### src/design/page_and_size_class_allocator_core_macros.svh
// Assertion macros shared by the allocator RTL.
// Depends on nothing; included by the core module, the only one that carries checks.
`ifndef PAGE_AND_SIZE_CLASS_ALLOCATOR_CORE_MACROS_SVH
`define PAGE_AND_SIZE_CLASS_ALLOCATOR_CORE_MACROS_SVH
`ifndef ASSERT_OFF
`define PASCA_ASSERT(lbl, clk, rst, prop) \
   lbl: assert property (@(posedge clk) disable iff (rst) prop) else $error("check failed");
`define PASCA_ASSERT_ALWAYS(lbl, clk, prop) \
   lbl: assert property (@(posedge clk) prop) else $error("check failed");
`else
`define PASCA_ASSERT(lbl, clk, rst, prop)
`define PASCA_ASSERT_ALWAYS(lbl, clk, prop)
`endif
`endif

### src/design/pasca_ram.sv
// Generic single-write, single-read memory with a registered read port.
// Depends on nothing.
module pasca_ram #(
   parameter int Width = 8,
   parameter int Depth = 64
) (
   input  logic                     clock,
   input  logic                     we,
   input  logic [$clog2(Depth)-1:0] waddr,
   input  logic [Width-1:0]         wdata,
   input  logic [$clog2(Depth)-1:0] raddr,
   output logic [Width-1:0]         rdata
);

   logic [Width-1:0] mem_ff [Depth];
   logic [Width-1:0] rdata_ff;

   always_ff @(posedge clock) begin
      if (we) begin
         mem_ff[waddr] <= wdata;
      end
      rdata_ff <= mem_ff[raddr];
   end

   assign rdata = rdata_ff;

endmodule

### config.mk
export PLATFORM = sky130hd
export DESIGN_NAME = pasca_ram
export DESIGN_NICKNAME = d
export VERILOG_FILES = /design/src/design/page_and_size_class_allocator_core_macros.svh /design/src/design/pasca_ram.sv
export SDC_FILE = /design/constraint.sdc
export NUM_CORES = 1
export LEC_CHECK = 0
export BUFFER_PORTS_ARGS = -buffer_cell sky130_fd_sc_hd__buf_2
export CAP_MARGIN = 30
export CELL_PAD_IN_SITES_DETAIL_PLACEMENT = 1
export CELL_PAD_IN_SITES_GLOBAL_PLACEMENT = 2
export CORE_MARGIN = 10
export CORE_UTILIZATION = 48
export CTS_BUF_LIST = sky130_fd_sc_hd__clkbuf_4 sky130_fd_sc_hd__clkbuf_8 sky130_fd_sc_hd__clkbuf_16
export DETAILED_ROUTE_END_ITERATION = 8
export MAX_ROUTING_LAYER = met4
export PLACE_DENSITY_LB_ADDON = 0.08
export SYNTH_ARGS = -nofsm -noshare
export SYNTH_HDL_FRONTEND = slang
export SYNTH_SLANG_ARGS = --single-unit
### constraint.sdc
create_clock -name clock -period 2.2 [get_ports clock]
set_input_delay 0.22 -clock clock [delete_from_list [all_inputs] [get_ports clock]]
set_output_delay 0.22 -clock clock [all_outputs]
set_load 0.1 [all_outputs]
==> results of run 1 <==
## synth_stat cells, types with 3 or more instances
cell       instances
buf_1              4
nand2_1           19
nand3b_1           3
a221oi_1           6
clkbuf_1          17
dfxtp_1            8
mux2i_1           23
mux2_2            13
edfxtp_1         512
nand2b_1           7
a22oi_1            3
mux4_2           126
a211oi_1           4
o2bb2ai_1          3
nor2b_1           14
buf_4             13
nor3_1             7
a21oi_1            3
buf_2             11
o221ai_1           8
o22ai_1            8
buf_6              4
nor2_1            83
nand3_1           13
o2111ai_1          3
## power by group
| group | total, uW | internal (uW) | switching, uW |
|---|---|---|---|
| clock network | 8980 | 5250 | 3740 |
| logic | 1270 | 462 | 805 |
| registers | 11000 | 11000 | 38.4 |
## metrics by stage
stage	power, uW	worst slack, ns	TNS, ns
2_1_floorplan	11900	0.312	0
3_3_place_gp	12500	-0.207	-0.883
3_5_place_dp	12500	-0.182	-0.964
4_1_cts	21500	0.143	0
5_1_grt	21900	0.0932	0
6_report	21300	0.161	0
## logic make-up after synthesis
group,after synthesis,synth area share (%)
AOI/OAI and AO/OA,54,2.07
buffers and inverters,51,1.57
and+or+nand+nor,153,3.39
muxes,162,15.9
DFF,520,77.0
## sequential cells by signal, summed over array words and instances (netlist names)
register  flops
mem_ff      512
rdata         8
## worst max-delay path: stages (launching register included)
cell and delay, ns:
edfxtp_1 0.37, mux4_2 0.47, mux2_2 0.30, o221a_2 0.27
nor3_1 0.36, o32ai_1 0.14
## area by class of cell
cell class | instances | area [sq um]
Fill cell | 3591 | 18200
Multi-Input combinational cell | 369 | 4320
Tap cell | 539 | 674
Timing Repair Buffer | 168 | 1330
Sequential cell | 520 | 15500
Clock buffer | 65 | 1440
Clock inverter | 34 | 313
## final timing paths
check	to	slack [ns]	depth (start not counted)
worst max-delay path	rdata[4]$_DFF_P_	0.16	5
worst min-delay path	rdata[2]$_DFF_P_	0.1	3
worst max register to register	rdata[4]$_DFF_P_	0.16	5
worst min register to register	rdata[1]$_DFF_P_	0.86	4
## layer usage
metal / up-vias / GRT usage [%] / routed length (um)
met5: - / - / 0
met4: 0 / 5.44 / 909
met3: 72 / 2.75 / 2450
met2: 306 / 32.5 / 24200
met1: 5486 / 28.2 / 22400
li1: 4276 / - / -
==> summary.md, run 1 <==
| Metric | Value |
|---|---|
| Setup Skew | `0.0167 ns` |
| Share of flip-flops with an asynchronous set or reset | `0%` |
| Setup crit start | `mem_ff[28][4]$_DFFE_PP_` |
| Root Buffer | `clkbuf_16` |
| Primary FF master, synth | `edfxtp_1` |
| Setup-failing EPs final | `0` |
| Syn Area/Cell | `~21 sq um` |
| Post-DP Area | `around 0.022 sq mm` |
| Port bufs | `29` |
| RSZ-0062 raised after global routing | `false` |
| GRT Util Overall | `20.7%` |
| CP startpoint kind | `flop` |
| # rows | `between 70 and 80` |
| Leakage power | `0.00768 uW` |
| Slew headroom | `between 40% and 50%` |
| Top-area cell type share of the netlist area | `~76%` |
| Commonest non-fill, non-tap cell in the layout | `edfxtp_1` |
| Hold Crit Class | `in -> reg` |
| Synth Warn # | `0` |
| Final Core Density | `between 50% and 60%` |
| Peak VDD IR | `approximately 0.75 mV` |
| Via count | `10100` |
| MaxCap Viol Count | `0` |
| Crit Path Max Fanout | `1` |
| Initial antenna violation count | `0` |
| Crit path DAT | `2.50 ns` |
| H-tree lvl count | `2` |
| Most frequent cells in the layout | `512 x edfxtp_1, 131 x buf_4, 126 x mux4_2, 83 x nor2_1, 54 x clkbuf_16` |
| CTS max path bufs | `3` |
| Post-route ant nets | `0` |
| Vias in the first global route | `between 10000 and 15000` |
| IO Pins | `30` |
| Top cells by area, synth | `edfxtp_1 76%, mux4_2 14%, nor2_1 1.5%` |
| CTS Buf Count | `between 50 and 60` |
| CTS tree | `done` |
| Netlist cell types | `40` |
| Final count of hold timing violations | `0` |
| Core area | `~0.042 sq mm` |
| Post-CTS Hold Fix Bufs | `0` |
| Finished Layout Cells | `approximately 1700` |
| Total wire length | `49900 um` |
| Post-synth EDFFs | `a little over 500` |
| Die Wd | `between 200 and 250 um` |
| DR vias/cell | `~6.0` |
| Layout Nets | `approximately 1100` |
| Outcome | `completed` |
| Post-layout minimum cycle time | `2.04 ns` |
| Hold Startpoint | `raddr[5]` |
| Initial Util | `approximately half` |
| TritonRoute pass-1 iters | `5` |
| Net Count, Synth | `approximately 960` |
| Req. time, crit path | `around 2.7 ns` |
| DRT iter0 DRCs | `slightly above 1000` |
| Ant diodes | `0` |
| Post-synth top area cell | `edfxtp_1` |
| Die Area | `~0.051 sq mm` |
| Hpwl dp | `around 33000 um` |
| Drt drc | `0` |
| Syn Std Cell Area | `a little over 0.02 sq mm` |
| Clock latency on the worst-skew pair | `between 0.6 and 0.7 ns` |
| Global route overflow | `0` |
| Critical path class | `reg -> reg` |
| Critical path capture point type | `flop` |
| Yosys reg bits | `520` |
| Layout cells sized above 1 | `between 30% and 40%` |
| Power density cells | `900 mW/mm^2` |
| Synth Instances | `940` |
| Final period util | `roughly 93%` |
| Max-slew violations | `0` |
| WL/cell | `between 20 and 30 um` |
| Post-cts resize count | `0` |
| Worst slew pin tran | `between 0.7 and 0.8 ns` |
| Post-CTS Setup Bufs | `0` |
| Hold Slack | `between 0.09 and 0.1 ns` |
| Largest net degree at the start of global routing | `65` |
| Global-route wire length before repair | `around 74000 um` |
| Worst r2r src | `mem_ff[28][4]$_DFFE_PP_` |
| Worst-path clk slew | `about 0.060 ns` |
| Post-synthesis sequential area ratio | `slightly below 80%` |
| Clock sink count | `520` |
| Fmax | `around 500 MHz` |
| Die Ht | `approximately 220 um` |
| GP Congestion | `slightly below 0.8` |
| Cells after DPL | `1596` |
| Layout area overhead | `17.0%` |
| Design area | `0.0236 sq mm` |
No activity file was read; power rests on OpenSTA's default activity.
==> run 2: changes to the inputs <==
ABC_AREA = 1   (was unset)
CELL_PAD_IN_SITES_DETAIL_PLACEMENT = 0   (was 1)
CELL_PAD_IN_SITES_GLOBAL_PLACEMENT = 1   (was 2)
CORE_UTILIZATION = 46   (was 48)
clock period = 1.7 ns   (was 2.2 ns; I/O delays follow)
==> run 2 against run 1 <==
Compared with the run above:
- sequential power rose by 29%
- combinational power rose by 61%
- synthesized cell count rose by 92%
- die area rose by 9.5%
- synthesized area rose by 5.8%
- register-to-register slack improved by 0.07 ns
- clock skew barely moved
- wire length rose by 12%
- critical path depth fell by 4
- critical path type is now reg -> out
- largest power group unchanged
==> summary.md, run 2 <==
| Metric | Value |
|---|---|
| Worst path cell trace | `buf_2 (was mux4_2, mux2_2, o221a_2, nor3_1, o32ai_1)` |
| Fmax | `a little over 600 MHz` |
| Peak VDD IR | `0.956 mV (was 0.748 mV)` |
| Global-route wire length before repair | `85000 um (was 73900 um)` |
| CP max stage delay | `0.47 ns (about the same)` |
| Slowest cell on crit path | `buf_2 (was mux4_2)` |
| CP startpoint kind | `flop (unchanged)` |
| XOR/XNOR share of the synthesized area | `0% (unchanged)` |
| Post-layout minimum cycle time | `1.65 ns` |
| Layout Nets | `1970 (was 1135)` |
| Synth Instances | `1805 (was 940)` |
| Post-synth EDFFs | `512 (unchanged)` |
| Worst Hold Depth | `2 (was 3)` |
| Worst-path clk slew | `0.06 ns (about the same)` |
| Top cells by count, synth | `648 x nand2_1, 512 x edfxtp_1, 439 x nand3_1 (was 512 x edfxtp_1, 126 x mux4_2, 83 x nor2_1)` |
| Post-synthesis mux area share | `0% (was 15.9%)` |
| Global route overflow | `0 (unchanged)` |
| H-tree lvl count | `2 (unchanged)` |
| Power density cells | `1140 mW/mm^2 (was 900 mW/mm^2)` |
| Post-CTS Setup Bufs | `0 (unchanged)` |
| Root Buffer | `clkbuf_16 (unchanged)` |
| Post-cts resize count | `0 (unchanged)` |
| Vias in the first global route | `13600 (was 10800)` |
| Hold endpoint | `mem_ff[1][5]$_DFFE_PP_ (was rdata[2]$_DFF_P_)` |
| Critical path class | `reg -> out (was reg -> reg)` |
| Final period util | `97.3%` |
| Net Count, Synth | `1827 (was 962)` |
| DRT iter0 DRCs | `1168 (was 1029)` |
| Worst slew pin tran | `0.787 ns (was 0.774 ns)` |
| Hpwl dp | `34800 um (was 32900 um)` |
| Drt drc | `0 (unchanged)` |
| Share of flip-flops with an asynchronous set or reset | `0% (unchanged)` |
| Total wire length | `55800 um (was 49900 um)` |
| Die Area | `0.0554 sq mm (was 0.0506 sq mm)` |
| Adder-Cell Fraction of Synth Area | `0% (unchanged)` |
| Max-slew violations | `0 (unchanged)` |
| GRT Util Overall | `20.5% (was 20.7%)` |
| Sequential power share | `50.4% (was 51.8%)` |
| Critical path capture point type | `output pin (was flop)` |
| Yosys reg bits | `520 (unchanged)` |
| Count leader, synth | `nand2_1 (was edfxtp_1)` |
| Max FFs per register | `512 (unchanged)` |
| Largest Register | `mem_ff (unchanged)` |
| Port bufs | `29 (unchanged)` |
| Via count | `14000 (was 10100)` |
| Post-synthesis sequential area ratio | `72.8% (was 77.0%)` |
| Total power | `28200 uW (was 21300 uW)` |
| Post-synth top area cell | `edfxtp_1 (unchanged)` |
| Sw Pwr | `6330 uW (was 4580 uW)` |
| Post-synthesis compound-gate area fraction | `0% (was 2.07%)` |
| DR vias/cell | `5.39 (was 5.98)` |
| Top-area cell type share of the netlist area | `72.0% (was 76.2%)` |
| Layout cells sized above 1 | `14.1% (was 34.2%)` |
| Setup Skew | `0.0163 ns (was 0.0167 ns)` |
| Gate power share | `7.2% (was 6.0%)` |
| WL/cell | `21.5 um (was 29.4 um)` |
| Hold Slack | `0.0854 ns (was 0.0987 ns)` |
| Int Power | `21900 uW (was 16700 uW)` |
| CP bufs+invs | `1 (was 0)` |
| Crit path DAT | `1.48 ns (was 2.50 ns)` |
| Synth Warn # | `0 (unchanged)` |
| Core area | `0.0456 sq mm (was 0.0418 sq mm)` |
| Outcome | `completed (unchanged)` |
| IO Pins | `30 (unchanged)` |
| Commonest non-fill, non-tap cell in the layout | `nand2_1 (was edfxtp_1)` |
| Top cells by area, synth | `edfxtp_1 72%, nand2_1 11%, nand3_1 10% (was edfxtp_1 76%, mux4_2 14%, nor2_1 1.5%)` |
| Initial antenna violation count | `1 (was 0)` |
| GP Congestion | `0.814 (was 0.786)` |
| CTS tree | `done (unchanged)` |
| Initial Util | `46.8% (was 48.3%)` |
| Worst r2r path cells | `8 (was 5)` |
| Syn Std Cell Area | `0.0213 sq mm (was 0.0202 sq mm)` |
| Critical R2R Capture | `rdata[2]$_DFF_P_ (was rdata[4]$_DFF_P_)` |
| Switch share | `22.4% (was 21.5%)` |
| MaxCap Viol Count | `0 (unchanged)` |
| Req. time, crit path | `1.53 ns (was 2.66 ns)` |
| Hold Startpoint | `wdata[5] (was raddr[5])` |
| Primary FF master, synth | `edfxtp_1 (unchanged)` |
| Clock latency on the worst-skew pair | `0.60 ns (was 0.61 ns)` |
| Largest family of logic cells by synthesized area | `simple AND/OR/NAND/NOR gates (was multiplexers)` |
| Clock sink count | `520 (unchanged)` |
| Netlist cell types | `16 (was 40)` |
| CTS Buf Count | `54 (unchanged)` |
| Top delay family on crit path | `buffers and inverters (was multiplexers)` |
| Slew headroom | `47.5% (was 48.4%)` |
| Crit Path Max Fanout | `1 (unchanged)` |
| CTS max path bufs | `3 (unchanged)` |
| Setup slack at placement | `-0.161 ns (was -0.182 ns)` |
| TritonRoute pass-1 iters | `5 (unchanged)` |
| Hold Crit Class | `in -> reg (unchanged)` |
| Most frequent cells in the layout | `648 x nand2_1, 512 x edfxtp_1, 439 x nand3_1, 146 x buf_4, 57 x clkbuf_16 (was 512 x edfxtp_1, 131 x buf_4, 126 x mux4_2, 83 x nor2_1, 54 x clkbuf_16)` |
| Layout area overhead | `16.5% (was 17.0%)` |
| Design area | `0.0249 sq mm (was 0.0236 sq mm)` |
| Final worst slack | `0.0467 ns (was 0.161 ns)` |
| Worst r2r src | `mem_ff[39][2]$_DFFE_PP_ (was mem_ff[28][4]$_DFFE_PP_)` |
| Die Wd | `235 um (was 225 um)` |
| Clock Power Share | `42.4% (was 42.3%)` |
| Die Ht | `235 um (was 225 um)` |
| Post-route ant nets | `0 (unchanged)` |
| Largest net degree at the start of global routing | `66 (was 65)` |
| Syn Area/Cell | `11.8 sq um (was 21.5 sq um)` |
| Synth Area in Simple Gates | `23.2% (was 3.39%)` |
| Final count of hold timing violations | `0 (unchanged)` |
| RSZ-0062 raised after global routing | `false (unchanged)` |
| Setup TNS | `0 ns (unchanged)` |
| # rows | `78 (was 75)` |
| Leakage power | `0.00922 uW (was 0.00768 uW)` |
| Post-DP Area | `0.0230 sq mm (was 0.0219 sq mm)` |
| Setup-failing EPs final | `0 (unchanged)` |
| Reg-to-reg slack, setup | `0.23 ns (was 0.16 ns)` |
[run 2: cell types whose count changed in the layout (fill, tap and decap cells not counted), moves of 8 or more]
cell and delta:
o22ai_1 -8, inv_1 +9, o221ai_1 -8, buf_12 +15
buf_4 +15, nand2_1 +629, mux4_2 -126, mux2_2 -13
nor2_1 -27, nand3_1 +426, mux2i_1 -23, nor2b_1 -14
[run 2: area by class of cell]
type	instances	area, sq um
diodes	1	2.50
clock buffers	60	1450
clock inverters	39	358
fillers	3846	20700
inverters	12	55.1
multi-input cells	1160	4950
flip-flops and latches	520	15500
well taps	600	751
repair buffers	200	1760
[run 2: logic make-up after synthesis]
family | count (synthesis)
flip-flops | 520
buffers and inverters | 125
AND/OR/NAND/NOR | 1160
[run 2: through the flow]
stage               utilization [%]  instances
floorplan                         -       1805
global placement               50.5       2491
detailed placement             50.5       2491
CTS                            54.5       2591
global route                   54.5       2592
finish                         54.5       2592
[run 2: routing by layer]
metal | vias up | GRT usage (%) | share of wire (%)
met5 | - | - | 0
met4 | 0 | 6.35 | 2.5
met3 | 85 | 2.70 | 5.2
met2 | 353 | 31.8 | 47
met1 | 6870 | 27.6 | 46
li1 | 6653 | - | -
[run 2: worst max path at each step]
stage | start | end | slack [ns] | depth (start not counted)
floorplan | we | mem_ff[48][0]$_DFFE_PP_ | -0.24 | 3
finish | rdata[0]$_DFF_P_ | rdata[0] | 0.05 | 1
CTS | rdata[0]$_DFF_P_ | rdata[0] | 0.03 | 1
global route | rdata[0]$_DFF_P_ | rdata[0] | 0.04 | 1
detailed placement | raddr[0] | rdata[5]$_DFF_P_ | -0.16 | 11
global placement | raddr[0] | rdata[5]$_DFF_P_ | -0.15 | 11
[run 2: repair_timing]
action,CTS,global route
endpoints found under the setup margin,0,0
hold buffers,1,0
hold endpoints to repair,3,0
[run 2: power groups by stage]
stage	combinational [uW]	clock [uW]	sequential [uW]
after CTS	2070	12200	14200
after global placement	2050	0	14500
after floorplan	997	0	14700
after detailed placement	2060	0	14500
after global routing	2240	12700	14200
final	2040	12000	14200
[run 2: worst reg2reg max path: cells and delay by family (launching register included)]
kind / cells / cell delay (ns)
DFF: 1 / 0.35
and+or+nand+nor: 8 / 0.99
==> run 3: changes to the inputs <==
PLACE_DENSITY_LB_ADDON = 0.1   (was 0.08)
==> run 3 against run 2 <==
Compared with the run above:
- design area down 0.92%
- critical path type unchanged
- wire length up 0.17%
- global-route usage is essentially flat
- highest routed layer unchanged
- largest cell class unchanged
==> summary.md, run 3 (same netlist as run 2, synthesis figures left out) <==
| Metric | Value |
|---|---|
| Outcome | `completed (unchanged)` |
| GR Util met3 | `2.67% (was 2.70%)` |
| Post-route ant nets | `0 (unchanged)` |
| DR vias/cell | `5.33 (was 5.39)` |
| Clock latency on the worst-skew pair | `0.60 ns (about the same)` |
| Grt peak-use layer | `met2 (unchanged)` |
| Largest net degree at the start of global routing | `65 (was 66)` |
| CTS tree | `done (unchanged)` |
| Sw Pwr | `6190 uW (was 6330 uW)` |
| Layout cells sized above 1 | `13.6% (was 14.1%)` |
| IO Pins | `30 (unchanged)` |
| Finished Layout Cells | `2571 (was 2592)` |
| Setup Skew | `0.0207 ns (was 0.0163 ns)` |
| Critical path capture point type | `output pin (unchanged)` |
| Final count of hold timing violations | `0 (unchanged)` |
| Port bufs | `29 (unchanged)` |
| Top delay family on crit path | `buffers and inverters (unchanged)` |
| H-tree lvl count | `2 (unchanged)` |
| Sequential power share | `52.2% (was 50.4%)` |
| CTS max path bufs | `3 (unchanged)` |
| Worst slew pin tran | `0.798 ns (was 0.787 ns)` |
| Total wire length | `55900 um (was 55800 um)` |
| Power density cells | `1110 mW/mm^2 (was 1140 mW/mm^2)` |
| Worst-path clk slew | `0.06 ns (about the same)` |
| Layout Nets | `1951 (was 1970)` |
| Post-DP Area | `0.0230 sq mm (about the same)` |
| TritonRoute pass-1 iters | `5 (unchanged)` |
| Crit Path Max Fanout | `1 (unchanged)` |
| Met2 Use GR | `32.3% (was 31.8%)` |
| GRT Util Overall | `20.4% (was 20.5%)` |
| Slowest cell on crit path | `buf_2 (unchanged)` |
| Final period util | `95.1% (was 97.3%)` |
| Crit path DAT | `1.45 ns (was 1.48 ns)` |
| Peak VDD IR | `0.851 mV (was 0.956 mV)` |
| Clock Power Share | `40.3% (was 42.4%)` |
| Max-slew violations | `0 (unchanged)` |
| Switch share | `22.7% (was 22.4%)` |
| Drt drc | `0 (unchanged)` |
| Setup-failing EPs final | `0 (unchanged)` |
| Req. time, crit path | `1.53 ns (about the same)` |
| Global route overflow | `0 (unchanged)` |
| Design area | `0.0246 sq mm (was 0.0249 sq mm)` |
| Post-layout minimum cycle time | `1.62 ns (was 1.65 ns)` |
| CTS Buf Count | `53 (was 54)` |
| GP Congestion | `0.850 (was 0.814)` |
| Die Area | `0.0554 sq mm (unchanged)` |
| Worst path cell trace | `buf_2 (unchanged)` |
| Met1 Track Usage GR | `26.7% (was 27.6%)` |
| Most frequent cells in the layout | `648 x nand2_1, 512 x edfxtp_1, 439 x nand3_1, 127 x buf_4, 56 x nor2_1 (was 648 x nand2_1, 512 x edfxtp_1, 439 x nand3_1, 146 x buf_4, 57 x clkbuf_16)` |
| Hold Crit Class | `in -> reg (unchanged)` |
| Gate power share | `7.5% (was 7.2%)` |
| CP bufs+invs | `1 (unchanged)` |
| Post-CTS Setup Bufs | `0 (unchanged)` |
| Fillers | `3871 (was 3846)` |
| Vias in the first global route | `13400 (was 13600)` |
| # rows | `78 (unchanged)` |
| Setup TNS | `0 ns (unchanged)` |
| Die Ht | `235 um (unchanged)` |
| Max FFs per register | `512 (unchanged)` |
| Fmax | `619 MHz (was 605 MHz)` |
| CP startpoint kind | `flop (unchanged)` |
| Core area | `0.0456 sq mm (unchanged)` |
| CP max stage delay | `0.46 ns (was 0.47 ns)` |
| Leakage power | `0.00910 uW (was 0.00922 uW)` |
| WL/cell | `21.8 um (was 21.5 um)` |
| RSZ-0062 raised after global routing | `false (unchanged)` |
| DRT iter0 DRCs | `1171 (was 1168)` |
| Root Buffer | `clkbuf_16 (unchanged)` |
| Cells after DPL | `2473 (was 2491)` |
| Largest Register | `mem_ff (unchanged)` |
| Die Wd | `235 um (unchanged)` |
| Layout area overhead | `15.4% (was 16.5%)` |
| Critical path class | `reg -> out (unchanged)` |
| Hpwl dp | `34000 um (was 34800 um)` |
| MaxCap Viol Count | `0 (unchanged)` |
| Global-route wire length before repair | `84400 um (was 85000 um)` |
| Via count | `13700 (was 14000)` |
| Int Power | `21100 uW (was 21900 uW)` |
| Clock sink count | `520 (unchanged)` |
| Slew headroom | `46.8% (was 47.5%)` |
| Initial antenna violation count | `1 (unchanged)` |
| Commonest non-fill, non-tap cell in the layout | `nand2_1 (unchanged)` |
| Initial Util | `46.8% (unchanged)` |
## run 3: cell types whose count changed in the layout (fill, tap and decap cells not counted), sizes merged
cell,change
clkbuf,+11
clkinv,-6
buf,-18
inv,+1
clkinvlp,-3
bufinv,-6
## run 3: worst paths after layout
kind / startpoint / to / slack, ns / cells past startpoint
worst max-delay path: rdata[2]$_DFF_P_ / rdata[2] / 0.08 / 1
worst min-delay path: wdata[1] / mem_ff[10][1]$_DFFE_PP_ / 0.1 / 2
worst max register to register: mem_ff[33][4]$_DFFE_PP_ / rdata[4]$_DFF_P_ / 0.24 / 8
worst min register to register: mem_ff[16][0]$_DFFE_PP_ / rdata[0]$_DFF_P_ / 0.79 / 8
## run 3: repair_timing
item	CTS	global route
hold buffers	1	0
endpoints found under the hold margin	3	0
gates resized for setup	4	0
endpoints found under the setup margin	4	0
## run 3: power by group through the flow
stage                     combinational (uW)  sequential [uW]  clock [uW]
after floorplan                          997            14700           0
after global placement                  2040            14500           0
after detailed placement                2050            14500           0
after CTS                               2060            14200       11200
after global routing                    2230            14200       11700
final                                   2040            14200       11000
## run 3: stage by stage
step                utilization, %  hold WS, ns  total power [uW]  setup WS [ns]
floorplan                        -        0.269             15700         -0.236
global placement              50.4        0.584             16600         -0.134
detailed placement            50.4        0.591             16600         -0.138
CTS                           54.0       0.0820             27500         0.0604
finish                        54.0       0.0977             27300         0.0840
global route                  54.0        0.102             28200         0.0667
## run 3: routing by layer
layer | part of all wire (%) | routed length, um | up-vias
met1 | 44 | 24400 | 6642
met5 | 0 | 0 | -
met4 | 3.1 | 1740 | 0
met3 | 5.2 | 2900 | 97
met2 | 48 | 26900 | 363
li1 | - | - | 6606
## run 3: cell type report
class / count / area (sq um) / area share (%)
Sequential cell: 520 / 15500 / 63.1
Multi-Input combinational cell: 1160 / 4950 / 20.1
Timing Repair Buffer: 182 / 1690 / 6.88
Clock buffer: 71 / 1500 / 6.08
Tap cell: 600 / 751 / 3.05
Clock inverter: 25 / 144 / 0.584
Inverter: 12 / 55.1 / 0.224
Antenna cell: 1 / 2.50 / 0.0102
