File: config.mk
export PLATFORM = sky130hd
export DESIGN_NAME = pasca_class_search
export DESIGN_NICKNAME = d
export VERILOG_FILES = /design/src/design/page_and_size_class_allocator_core_macros.svh /design/src/design/pasca_pkg.sv /design/src/design/pasca_class_search.sv
export SDC_FILE = /design/constraint.sdc
export NUM_CORES = 1
export LEC_CHECK = 0
export BUFFER_PORTS_ARGS = -buffer_cell sky130_fd_sc_hd__buf_4
export CAP_MARGIN = 20
export CORE_MARGIN = 2
export CORE_UTILIZATION = 55
export CTS_BUF_LIST = sky130_fd_sc_hd__clkbuf_4 sky130_fd_sc_hd__clkbuf_8 sky130_fd_sc_hd__clkbuf_16
export CTS_CLUSTER_DIAMETER = 60
export DETAILED_ROUTE_END_ITERATION = 7
export GPL_ROUTABILITY_DRIVEN = 0
export PLACE_DENSITY = 0.77
export RECOVER_POWER = 25
export SLEW_MARGIN = 20
export SYNTH_ARGS = -nofsm -noshare
export SYNTH_HDL_FRONTEND = slang
export SYNTH_SLANG_ARGS = --single-unit
File: constraint.sdc
create_clock -name clock -period 4 [get_ports clock]
set_input_delay 0.2 -clock clock [delete_from_list [all_inputs] [get_ports clock]]
set_output_delay 0.2 -clock clock [all_outputs]
set_load 0.1 [all_outputs]
File: src/design/page_and_size_class_allocator_core_macros.svh
// Assertion macros shared by the allocator RTL.
// Depends on nothing; included by the core module, the only one that carries checks.
`ifndef PAGE_AND_SIZE_CLASS_ALLOCATOR_CORE_MACROS_SVH
`define PAGE_AND_SIZE_CLASS_ALLOCATOR_CORE_MACROS_SVH
`ifndef ASSERT_OFF
`define PASCA_ASSERT(lbl, clk, rst, prop) \
   lbl: assert property (@(posedge clk) disable iff (rst) prop) else $error("check failed");
`define PASCA_ASSERT_ALWAYS(lbl, clk, prop) \
   lbl: assert property (@(posedge clk) prop) else $error("check failed");
`else
`define PASCA_ASSERT(lbl, clk, rst, prop)
`define PASCA_ASSERT_ALWAYS(lbl, clk, prop)
`endif
`endif

File: src/design/pasca_pkg.sv
// Types, constants and helper functions of the page and size-class allocator.
// Depends on nothing; imported by the core and the class search module.
package pasca_pkg;

   localparam int NumClasses    = 25;
   localparam int ClassRamDepth = 32;
   localparam logic [4:0] LastClass = 5'd24;

   localparam logic [1:0] KIND_ALLOC_PAGE  = 2'd0;
   localparam logic [1:0] KIND_FREE_PAGE   = 2'd1;
   localparam logic [1:0] KIND_ALLOC_BLOCK = 2'd2;
   localparam logic [1:0] KIND_FREE_BLOCK  = 2'd3;

   typedef struct packed {
      logic        start;
      logic [19:0] size;
   } search_req_type;

   typedef struct packed {
      logic       busy;
      logic       done;
      logic [4:0] id;
   } search_rsp_type;

   function automatic logic [12:0] class_bytes(input logic [4:0] id);
      case (id)
         5'd0:    return 13'd8;
         5'd1:    return 13'd16;
         5'd2:    return 13'd24;
         5'd3:    return 13'd32;
         5'd4:    return 13'd40;
         5'd5:    return 13'd48;
         5'd6:    return 13'd56;
         5'd7:    return 13'd64;
         5'd8:    return 13'd80;
         5'd9:    return 13'd96;
         5'd10:   return 13'd112;
         5'd11:   return 13'd128;
         5'd12:   return 13'd160;
         5'd13:   return 13'd192;
         5'd14:   return 13'd224;
         5'd15:   return 13'd256;
         5'd16:   return 13'd288;
         5'd17:   return 13'd336;
         5'd18:   return 13'd368;
         5'd19:   return 13'd408;
         5'd20:   return 13'd448;
         5'd21:   return 13'd512;
         5'd22:   return 13'd1360;
         5'd23:   return 13'd2040;
         default: return 13'd4096;
      endcase
   endfunction

   // A stored class code is folded back into the legal range.
   function automatic logic [4:0] class_mod(input logic [4:0] v);
      return (v >= 5'd25) ? v - 5'd25 : v;
   endfunction

endpackage

File: src/design/pasca_class_search.sv
// Size-class search: one table compare per cycle until the first class that fits.
// Depends on pasca_pkg for the class table and the search handshake types.
module pasca_class_search
   import pasca_pkg::*;
(
   input  logic           clock,
   input  logic           reset,
   input  search_req_type req,
   output search_rsp_type rsp
);

   typedef enum logic {S_IDLE, S_RUN} state_type;

   state_type   state_ff;
   logic [19:0] size_ff;
   logic [4:0]  cnt_ff;
   logic [4:0]  id_ff;
   logic        done_ff;
   logic        hit;
   logic        last;

   assign hit  = size_ff <= {7'b0, class_bytes(cnt_ff)};
   assign last = cnt_ff == LastClass;

   always_ff @(posedge clock) begin
      if (reset) begin
         state_ff <= S_IDLE;
         done_ff  <= 1'b0;
      end else begin
         done_ff <= 1'b0;
         unique case (state_ff)
            S_IDLE: begin
               if (req.start) begin
                  size_ff  <= req.size;
                  cnt_ff   <= 5'd0;
                  state_ff <= S_RUN;
               end
            end
            S_RUN: begin
               // Oversized requests run off the end and take the last class.
               if (hit || last) begin
                  id_ff    <= cnt_ff;
                  done_ff  <= 1'b1;
                  state_ff <= S_IDLE;
               end else begin
                  cnt_ff <= cnt_ff + 5'd1;
               end
            end
            default: state_ff <= S_IDLE;
         endcase
      end
   end

   assign rsp.busy = state_ff == S_RUN;
   assign rsp.done = done_ff;
   assign rsp.id   = id_ff;

endmodule
==> impl_results.md, run 1 <==
- Status: complete, no violations
- CTS H-Tree Depth: 2
- Number of flip-flops and latches in the synthesized netlist: 41
- Count of buffers inserted at the top-level ports: 29
- Number of global-route vias before repair: 1358
- Sw Share: 25.34%
- Min Tclk post-route: 3575 ps
- Number of maximum-capacitance violations: 0
- Post-CTS setup-driven buffer insertion count: 0
- Uppermost layer routed: met4
- Number of nets still failing antenna checks after routing: 0
- Number of hold buffers added after cts: 0
- Share of post-route cells with drive strength above 1: 24.50%
- Critical path class: flop to flop
- Critical Path Source Type: flop
- Mapped Nets: 205
- Top library cells by usage in the layout, fill and taps aside: sky130_fd_sc_hd__edfxtp_1 (30), sky130_fd_sc_hd__clkbuf_4 (20), sky130_fd_sc_hd__inv_1 (18), sky130_fd_sc_hd__ha_1 (15)
- Number of clock sinks: 41
- Setup violation total in the final timing report: 0
- Number of vias in the routed layout: 1361
- Net switching power figure: 267.2 uW
- Area of the die: 4213 um^2
- Unrepaired setup endpoints after global routing: false
- Setup WS pre-CTS: 419.7 ps
- Max-slew violation count: 0
- Antenna diode count: 0
- Post-detail-place hpwl: 2.836 mm
- Nature of the critical path endpoint: flop
- DR WL met3: 199 um
- Clock-pin slew on the worst setup and hold paths: 70 ps
- Fillers: 264
- Clk Tree Root Cell: sky130_fd_sc_hd__clkbuf_8
- Final total power: 1.054 mW
- CTS-repair resized insts: 0
- Post-synthesis instance total: 167
- Worst path required time: 4240 ps
- Placeable Area: 3606 um^2
- Maximum fanout count along the critical path: 12
- Initial antenna violation count: 0
- Final clock period utilization by the worst path: 89.38%
- Predominant post-synthesis flop cell: sky130_fd_sc_hd__edfxtp_1
- Detailed-route DRC error count: 0
- Internal cell power: 787.3 uW
- TNS Setup: 0 ps
- Hold WC Path Type: input pin to flop
- Power share of the combinational group: 18.3%
- Chip height: 64.91 um
- Clock latency on the worst-skew pair: 290 ps
- Least-Margin Pin Slew: 775.9 ps
- Distinct cells, synth: 44
- Hold violation count in the final report: 0
- Total power divided by cell area: 437.1 nW/um^2
- Yosys synthesis warning count: 0
- Fmax achieved: 0.2797 GHz
- Cell area after synthesis: 2041 um^2
- Num CTS Buffers: 5
- Headroom to the max-slew limit: 48.22%
- Worst setup slack after layout: 425.0 ps
- Number of flops mapped to enable cells by yosys: 30
- Power share of the clock group: 32.8%
- Placement Rows: 22
- Global-route wire length before repair: 6.244 mm
- Detailed-routing iteration count for the pre-antenna-repair pass: 5
- CTS tree: done
- Vias per inst: 5.488
- Layout net count: 237
- Share of synthesized area occupied by flip-flops and latches: 54.94%
- Share of power burned in registers: 48.8%
- Critical path data arrival time: 3820 ps
- Overflow left after global routing: 0
- Async S/R FF share, synth: 0%
- Leakage Power: 0.9789 nW
- Post-synthesis area per instance: 12.22 um^2
- Largest net degree at the start of global routing: 22
- Wire per inst: 15.20 um
- WHS: 87.55 ps
- Die W: 64.91 um
- Clk_skew: 6.170 ps
- Most common cell after layout, fill and taps aside: sky130_fd_sc_hd__edfxtp_1
- Final WL: 3.770 mm
- Peak ir drop on the vdd network: 0.1829 mV
- First DRT Iteration DRCs: 103
- Boundary pin count: 30
- Overall track demand over capacity in global routing: 20.11%
- Metal1 wirelength: 1.600 mm
- Layout overhead on the synthesized area: 18.21%
- Wire length on met2: 1.874 mm
- Largest buffer count on any clock path: 2
- Initial core utilization: 56.59%
==> power by group through the flow <==
stage	combinational [mW]	sequential, mW	clock [mW]
final	0.193	0.515	0.346
after floorplan	0.145	0.517	0
after global placement	0.185	0.523	0
after global routing	0.214	0.518	0.366
after CTS	0.195	0.515	0.351
after detailed placement	0.193	0.525	0
==> layer usage <==
metal / global-route usage (%) / vias to the layer above
met1: 24.77 / 644
met3: 5.556 / 8
met4: 9.574 / 0
li1: - / 666
met5: 0 / -
met2: 32.60 / 43
==> cell usage after synthesis (all sizes together), types with 4 or more instances <==
| library cell | count | area [um^2] |
|---|---|---|
| a21oi | 5 | 25.02 |
| dfxtp | 11 | 220.2 |
| edfxtp | 30 | 900.9 |
| ha | 15 | 187.7 |
| inv | 18 | 67.56 |
| mux2 | 4 | 48.79 |
| mux2i | 8 | 108.9 |
| nand2 | 12 | 45.04 |
| nand3 | 6 | 30.03 |
| nor2 | 12 | 45.04 |
| o22ai | 4 | 25.02 |
==> worst max-delay path, cell delays in order (launching register included) <==
cell	delay (ps)
sky130_fd_sc_hd__edfxtp_1	380
sky130_fd_sc_hd__ha_1	350
sky130_fd_sc_hd__nand4b_4	120
sky130_fd_sc_hd__or3_1	410
sky130_fd_sc_hd__o31ai_2	340
sky130_fd_sc_hd__a311o_1	680
sky130_fd_sc_hd__mux2i_4	440
sky130_fd_sc_hd__ha_1	260
sky130_fd_sc_hd__inv_1	110
sky130_fd_sc_hd__a2111oi_2	250
sky130_fd_sc_hd__o32a_1	180
==> through the flow <==
step                util (%)  instance area (um^2)  cells
global route           66.90                  2412    248
CTS                    66.90                  2412    248
finish                 66.90                  2412    248
global placement       63.57                  2292    240
detailed placement     63.57                  2292    240
floorplan                  -                  2041    167
==> path summary, 6_finish.rpt <==
kind	startpoint	to	slack [ps]	cells past startpoint
max	size_ff[10]	flop	420	10
min	req[1]	size_ff[1]	90	1
max reg2reg	size_ff[10]	flop	420	10
min reg2reg	cnt_ff[1]	id_ff[1]	570	0
==> cells by family (layout without fill, tap and decap cells) <==
family                     count (synthesis)  in the layout  synth area share [%]
AOI/OAI and AO/OA                         24             24                 8.829
xor gates and xnor gates                   4              4                 1.717
adders and majority gates                 15             15                 9.197
buffers and inverters                     23             56                 4.966
DFF                                       41             41                 54.94
muxes                                     12             12                 7.725
and+or+nand+nor                           48             48                 12.63
==> layout make-up <==
cell class / instances / area [um^2] / share of cell area, %
Sequential cell: 41 / 1121 / 46.47
Inverter: 18 / 67.56 / 2.801
Timing Repair Buffer: 30 / 225.2 / 9.336
Clock inverter: 1 / 30.03 / 1.245
Clock buffer: 7 / 90.09 / 3.734
Tap cell: 48 / 60.06 / 2.490
Multi-Input combinational cell: 103 / 818.3 / 33.92
No activity file was read; power rests on OpenSTA's default activity.
==> run 2, diff against run 1 <==
Clock period 4 ns to 4.2 ns, I/O delays scaled along.
==> run 2 against run 1 <==
Effect of this change:
- sequential share of layout area about the same
- flip-flop and latch count unchanged
- critical path depth up 1
- cell count up 0.40%
- wire length down 0.56%
- sequential power down 4.9%
==> impl_results.md, run 2 (synthesized netlist as in run 1, its figures left out) <==
- Fillers: 278 (+5.3%)
- WHS: 102.0 ps (+14.48 ps)
- Number of global-route vias before repair: 1377 (+1.4%)
- Placement Rows: 22 (unchanged)
- Worst reg2reg path startpoint: size_ff[9]
- Overall track demand over capacity in global routing: 19.66% (-0.45 points)
- Detailed-routing iteration count for the pre-antenna-repair pass: 5 (unchanged)
- Number of hold buffers added after cts: 0 (unchanged)
- Power share of the combinational group: 19.2% (+0.9 points)
- Power share of the clock group: 30.8% (-2.0 points)
- Global-route wire length before repair: 6.106 mm (-2.2%)
- Largest buffer count on any clock path: 2 (unchanged)
- Nature of the critical path endpoint: flop
- Overflow left after global routing: 0 (unchanged)
- Least-Margin Pin Slew: 812.0 ps (+36.10 ps)
- CTS-repair resized insts: 0 (unchanged)
- Post-CTS setup-driven buffer insertion count: 0 (unchanged)
- Chain of cells forming the critical path: ha_1 -> nand4b_4 -> or3_1 -> o31ai_2 -> a311o_1 -> buf_4 -> mux2i_4 -> ha_1 -> inv_1 -> a2111oi_2 -> o32a_1
- Chip height: 64.91 um (unchanged)
- Layout net count: 238 (+0.42%)
- Sequential cell area: 1121 um^2 (unchanged)
- Most common cell after layout, fill and taps aside: sky130_fd_sc_hd__edfxtp_1
- Depth of the worst hold-timing path: 1 (unchanged)
- Destination of the worst hold path: size_ff[1]
- Buf+Inv Stages, Crit Path: 2 (+1)
- Min Tclk post-route: 3238 ps (-337.1 ps)
- Wire per inst: 15.06 um (-0.96%)
- First DRT Iteration DRCs: 131 (+27%)
- Largest delay contributor family on the critical path: compound AO/OA/AOI/OAI gates
- Number of maximum-capacitance violations: 0 (unchanged)
- TNS Setup: 0 ps (unchanged)
- Maximum fanout count along the critical path: 12 (unchanged)
- Worst path required time: 4430 ps (+190 ps)
- CTS H-Tree Depth: 2 (unchanged)
- Die W: 64.91 um (unchanged)
- CTS tree: done
- Peak ir drop on the vdd network: 0.1833 mV (+0.21%)
- Share of power burned in registers: 50.0% (+1.2 points)
- Num CTS Buffers: 5 (unchanged)
- CP max stage delay: 410 ps (-270 ps)
- Critical path class: flop to flop
- Number of cells on the critical path: 11 (+1)
- Final WL: 3.749 mm (-0.56%)
- Layout overhead on the synthesized area: 18.09%
- Vias per inst: 5.691 (+3.7%)
- Number of vias in the routed layout: 1417 (+4.1%)
- Slowest stage cell on the critical path: sky130_fd_sc_hd__or3_1
- Final clock period utilization by the worst path: 77.09% (-12 points)
- Leakage Power: 0.9776 nW (-0.13%)
- Initial antenna violation count: 0 (unchanged)
- Sw Share: 25.33% (about the same)
- Status: complete, no violations
- Worst reg-to-reg path cell count: 11 (+1)
- Boundary pin count: 30 (unchanged)
- Clock-pin slew on the worst setup and hold paths: 70 ps (about the same)
- Net switching power figure: 248.4 uW (-7.0%)
- Detailed-route DRC error count: 0 (unchanged)
- Headroom to the max-slew limit: 45.81% (-2.4 points)
- Number of nets still failing antenna checks after routing: 0 (unchanged)
- Hold WC Path Type: input pin to flop
- Number of clock sinks: 41 (unchanged)
- Count of buffers inserted at the top-level ports: 29 (unchanged)
- Area of the die: 4213 um^2 (unchanged)
- Setup violation total in the final timing report: 0 (unchanged)
- Post-detail-place hpwl: 2.806 mm (-1.1%)
- Initial core utilization: 56.59% (unchanged)
- Most used cell along the critical path: sky130_fd_sc_hd__ha_1
- Antenna diode count: 0 (unchanged)
- Hold wc startpoint: req[1]
- Reg-to-reg slack, setup: 960 ps (+540 ps)
- Unrepaired setup endpoints after global routing: false
- Total power divided by cell area: 407.0 nW/um^2 (-6.9%)
- Clock latency on the worst-skew pair: 280 ps (about the same)
- Critical path data arrival time: 3470 ps (-350 ps)
- Fmax achieved: 0.3088 GHz (+10%)
- Clk Tree Root Cell: sky130_fd_sc_hd__clkbuf_8
- Placeable Area: 3606 um^2 (unchanged)
- Internal cell power: 732.3 uW (-7.0%)
- Largest net degree at the start of global routing: 22 (unchanged)
- Clk_skew: 4.999 ps (-1.170 ps)
- Critical Path Source Type: flop
- Top library cells by usage in the layout, fill and taps aside: sky130_fd_sc_hd__edfxtp_1 (30), sky130_fd_sc_hd__clkbuf_4 (20), sky130_fd_sc_hd__inv_1 (18), sky130_fd_sc_hd__ha_1 (15)
- Hold violation count in the final report: 0 (unchanged)
- Footprint of the multi-input gates: 818.3 um^2 (unchanged)
- Share of post-route cells with drive strength above 1: 24.38% (-0.12 points)
- Max-slew violation count: 0 (unchanged)
run 2: cell types whose count changed in the layout (fill, tap and decap cells not counted):
cell / previous run / this run
sky130_fd_sc_hd__buf_4: 11 / 12
sky130_fd_sc_hd__clkbuf_8: 6 / 5
sky130_fd_sc_hd__clkinv_1: 0 / 1
run 2: worst max-delay path by stage:
stage	startpoint	endpoint
after global routing	size_ff[10]	flop
after CTS	size_ff[9]	flop
final	size_ff[9]	flop
after global placement	size_ff[9]	flop
after floorplan	size_ff[9]	flop
after detailed placement	size_ff[9]	flop
run 2: through the flow:
stage	instance area [um^2]	utilization, %	std cells	worst slack, ps	total power [mW]
floorplan	2041	-	167	1178	0.6300
global placement	2300	63.78	241	1133	0.6732
detailed placement	2300	63.78	241	991.5	0.6842
CTS	2410	66.83	249	968.9	0.9845
global route	2410	66.83	249	752.6	1.022
finish	2410	66.83	249	962.0	0.9808
run 2: power groups by stage:
stage                     Sequential, mW  Clock [mW]  Combinational, mW
after global placement             0.498           0              0.175
after global routing               0.493       0.322              0.207
after floorplan                    0.492           0              0.138
final                              0.490       0.302              0.188
after CTS                          0.490       0.306              0.188
after detailed placement           0.499           0              0.186
run 2: per-layer routing:
metal  up-vias  global-route usage (%)  part of all wire, %
met3        18                   4.688                  6.3
met2        67                   33.76                   51
li1        669                       -                    -
met1       663                   22.64                   39
met4         0                   10.37                  3.8
met5         -                       0                    0
run 2: worst register-to-register path: stages (launching register included):
cell	delay, ps
sky130_fd_sc_hd__edfxtp_1	380
sky130_fd_sc_hd__ha_1	350
sky130_fd_sc_hd__nand4b_4	110
sky130_fd_sc_hd__or3_1	410
sky130_fd_sc_hd__o31ai_2	350
sky130_fd_sc_hd__a311o_1	160
sky130_fd_sc_hd__buf_4	240
sky130_fd_sc_hd__mux2i_4	360
sky130_fd_sc_hd__ha_1	260
sky130_fd_sc_hd__inv_1	110
sky130_fd_sc_hd__a2111oi_2	250
sky130_fd_sc_hd__o32a_1	200
run 2: cell type report:
| cell class | count | share of cell area, % |
|---|---|---|
| inverters | 18 | 2.804 |
| flip-flops and latches | 41 | 46.52 |
| clock inverters | 2 | 1.402 |
| repair buffers | 31 | 9.657 |
| multi-input cells | 103 | 33.96 |
| well taps | 48 | 2.492 |
| clock buffers | 6 | 3.167 |
==> run 3, diff against run 2 <==
Settings changed: ABC_AREA from default to 1.
Clock period 4.2 ns to 3.32 ns, I/O delays scaled along.
==> run 3 against run 2 <==
Effect of this change:
- maximum frequency increased by 18%
- die area increased by 1.4%
- design area increased by 1.5%
- via count increased by 4.2%
- power increased by 34%
- worst setup slack got worse by 380 ps
- first-iteration DRC count increased by 19%
- synthesized cell count increased by 29%
- worst hold slack got worse by 56 ps
- global-route usage increased by 0.36 points
- critical path type unchanged
- largest cell class unchanged
- largest power group unchanged
==> impl_results.md, run 3 <==
- Status: complete, no violations
- Overall track demand over capacity in global routing: 20.02% (+0.36 points)
- Layout net count: 288 (+21%)
- Post-synthesis area per instance: 9.587 um^2 (-22%)
- Clk Tree Root Cell: sky130_fd_sc_hd__clkbuf_8
- Layout overhead on the synthesized area: 18.07% (about the same)
- Overflow left after global routing: 0 (unchanged)
- Predominant post-synthesis flop cell: sky130_fd_sc_hd__edfxtp_1
- Area of the die: 4272 um^2 (+1.4%)
- Placeable Area: 3633 um^2 (+0.76%)
- Cell area after synthesis: 2071 um^2 (+1.5%)
- Clk_skew: 5.329 ps (+0.3296 ps)
- Detailed-route DRC error count: 0 (unchanged)
- Critical path class: flop to flop
- First DRT Iteration DRCs: 156 (+19%)
- Max-slew violation count: 0 (unchanged)
- Placed inst area: 2333 um^2 (+1.5%)
- Fillers: 304 (+9.4%)
- Number of flops mapped to enable cells by yosys: 30 (unchanged)
- Most common cell in the netlist: sky130_fd_sc_hd__nand2_1
- Vias per inst: 4.940 (-13%)
- Post-synthesis instance total: 216 (+29%)
- Maximum fanout count along the critical path: 14 (+2)
- Mapped Nets: 254 (+24%)
- CTS H-Tree Depth: 2 (unchanged)
- Number of nets still failing antenna checks after routing: 0 (unchanged)
- Sequential cell area: 1121 um^2 (unchanged)
- Hold WC Path Type: input pin to flop
- Share of synthesized area occupied by flip-flops and latches: 54.14% (-0.80 points)
- Critical Path Source Type: flop
- Detailed-routing iteration count for the pre-antenna-repair pass: 4 (-1)
- CTS tree: done
- Number of hold buffers added after cts: 0 (unchanged)
- Count of buffers inserted at the top-level ports: 29 (unchanged)
- Async S/R FF share, synth: 0% (unchanged)
- Largest net degree at the start of global routing: 21 (-4.5%)
- Headroom to the max-slew limit: 46.92% (+1.1 points)
- Top library cells by usage in the layout, fill and taps aside: sky130_fd_sc_hd__nand2_1 (58), sky130_fd_sc_hd__inv_1 (33), sky130_fd_sc_hd__edfxtp_1 (30), sky130_fd_sc_hd__nor2_1 (21), sky130_fd_sc_hd__clkbuf_4 (20)
- Distinct cells, synth: 24 (-45%)
- Hold violation count in the final report: 0 (unchanged)
- Num CTS Buffers: 5 (unchanged)
- Number of clock sinks: 41 (unchanged)
- Critical path data arrival time: 2930 ps (-540 ps)
- Final total power: 1.310 mW (+34%)
- Placement Rows: 22 (unchanged)
- Share of post-route cells with drive strength above 1: 21.91% (-2.5 points)
- Depth of the worst hold-timing path: 1 (unchanged)
- Final clock period utilization by the worst path: 82.46% (+5.4 points)
- Largest buffer count on any clock path: 2 (unchanged)
- Peak ir drop on the vdd network: 0.2694 mV (+47%)
- Most numerous cell types in the synthesized netlist: sky130_fd_sc_hd__nand2_1 (58), sky130_fd_sc_hd__inv_1 (33), sky130_fd_sc_hd__edfxtp_1 (30)
- Post-layout instance area: 2445 um^2 (+1.5%)
- Leading area contributor after synthesis: sky130_fd_sc_hd__edfxtp_1
- Boundary pin count: 30 (unchanged)
- Worst path required time: 3510 ps (-920 ps)
- Top area cells in the synthesized netlist: sky130_fd_sc_hd__edfxtp_1 (44%), sky130_fd_sc_hd__dfxtp_1 (11%), sky130_fd_sc_hd__nand2_1 (11%)
- Initial antenna violation count: 0 (unchanged)
- Number of maximum-capacitance violations: 0 (unchanged)
- Post-detail-place hpwl: 2.825 mm (+0.68%)
- Most common cell after layout, fill and taps aside: sky130_fd_sc_hd__nand2_1
- Number of global-route vias before repair: 1388 (+0.80%)
- Worst reg-to-reg path cell count: 19 (+8)
- Nature of the critical path endpoint: flop
- Wire per inst: 12.64 um (-16%)
- Total power divided by cell area: 535.7 nW/um^2 (+32%)
- Clock-pin slew on the worst setup and hold paths: 80 ps (about the same)
- TNS Setup: 0 ps (unchanged)
- Fmax achieved: 0.3653 GHz (+18%)
- Setup violation total in the final timing report: 0 (unchanged)
- Footprint of the multi-input gates: 797.0 um^2 (-2.6%)
- CTS-repair resized insts: 0 (unchanged)
- Leakage Power: 1.120 nW (+15%)
- Chip height: 65.36 um (+0.69%)
- Least-Margin Pin Slew: 789.1 ps (-22.93 ps)
- Min Tclk post-route: 2738 ps (-500.2 ps)
- Die W: 65.36 um (+0.69%)
- Yosys synthesis warning count: 0 (unchanged)
- Antenna diode count: 0 (unchanged)
- Global-route wire length before repair: 6.161 mm (+0.90%)
- Clock latency on the worst-skew pair: 300 ps (+20 ps)
- Post-CTS setup-driven buffer insertion count: 0 (unchanged)
- Yosys top cell area share: 43.50% (-0.64 points)
- Number of vias in the routed layout: 1477 (+4.2%)
- Unrepaired setup endpoints after global routing: false
- Initial core utilization: 56.99% (+0.40 points)
- Number of flip-flops and latches in the synthesized netlist: 41 (unchanged)
- Final WL: 3.780 mm (+0.83%)
==> run 3: cell types whose count changed after synthesis, moves of 4 or more <==
| cell | before | now |
|---|---|---|
| sky130_fd_sc_hd__nand2_1 | 12 | 58 |
| sky130_fd_sc_hd__inv_1 | 18 | 33 |
| sky130_fd_sc_hd__nand3_1 | 6 | 18 |
| sky130_fd_sc_hd__nor2_1 | 12 | 21 |
| sky130_fd_sc_hd__mux2i_1 | 5 | 0 |
| sky130_fd_sc_hd__nand2_4 | 0 | 4 |
| sky130_fd_sc_hd__o22ai_1 | 4 | 0 |
==> run 3: kinds of logic after synthesis <==
kind of cell	synth area share, %
DFF	54.14
adders and majority gates	9.063
and+or+nand+nor	26.41
AOI/OAI and AO/OA	3.021
buffers and inverters	7.372
==> run 3: layout make-up <==
type,instances,share of cell area [%]
repair buffers,29,8.905
multi-input cells,137,32.60
flip-flops and latches,41,45.85
clock buffers,6,3.122
inverters,36,5.629
well taps,48,2.457
clock inverters,2,1.433
==> run 3: path summary, 6_finish.rpt <==
kind / startpoint / to / slack, ps
max: size_ff[7] / flop / 580
min: req[10] / size_ff[10] / 50
max reg2reg: size_ff[7] / flop / 580
min reg2reg: cnt_ff[4] / id_ff[4] / 480
==> run 3: metal layers <==
| layer | GRT usage, % | share of wire, % | vias to the layer above |
|---|---|---|---|
| li1 | - | - | 760 |
| met1 | 23.76 | 44 | 658 |
| met2 | 33.16 | 49 | 50 |
| met3 | 6.164 | 4.8 | 9 |
| met4 | 9.375 | 2.6 | 0 |
| met5 | 0 | 0 | - |
==> run 3: per-stage QoR <==
step / util (%) / hold slack [ps] / setup WS, ps / cells
6_report: 67.29 / 46.45 / 582.3 / 299
5_1_grt: 67.29 / 43.24 / 362.5 / 299
4_1_cts: 67.29 / 32.09 / 602.9 / 299
3_5_place_dp: 64.22 / 345.3 / 621.5 / 291
3_3_place_gp: 64.22 / 344.1 / 801.3 / 291
2_1_floorplan: - / 264.9 / 981.6 / 216
==> run 3: worst max-delay path: stages, from the launching register on <==
cell and delay, ps:
sky130_fd_sc_hd__edfxtp_1 400, sky130_fd_sc_hd__ha_1 330, sky130_fd_sc_hd__nand2_1 60, sky130_fd_sc_hd__inv_1 60, sky130_fd_sc_hd__nand2_1 50, sky130_fd_sc_hd__nor2_1 180
sky130_fd_sc_hd__nand3_1 100, sky130_fd_sc_hd__nand2_1 70, sky130_fd_sc_hd__inv_1 60, sky130_fd_sc_hd__nand2_4 70, sky130_fd_sc_hd__nand3_4 140, sky130_fd_sc_hd__nand2_8 160
sky130_fd_sc_hd__nand2_1 90, sky130_fd_sc_hd__o21ai_2 120, sky130_fd_sc_hd__inv_1 100, sky130_fd_sc_hd__ha_1 320, sky130_fd_sc_hd__inv_1 90, sky130_fd_sc_hd__nand2_1 80
sky130_fd_sc_hd__nand3_1 90, sky130_fd_sc_hd__nand3_1 70
==> run 3: report_power, final <==
part           total (mW)  leakage, nW  switching, mW  internal [mW]
clock               0.404       0.0586          0.173          0.231
sequential          0.621        0.371         0.0206          0.600
combinational       0.285        0.690          0.184          0.102
total                1.31         1.12          0.377          0.933
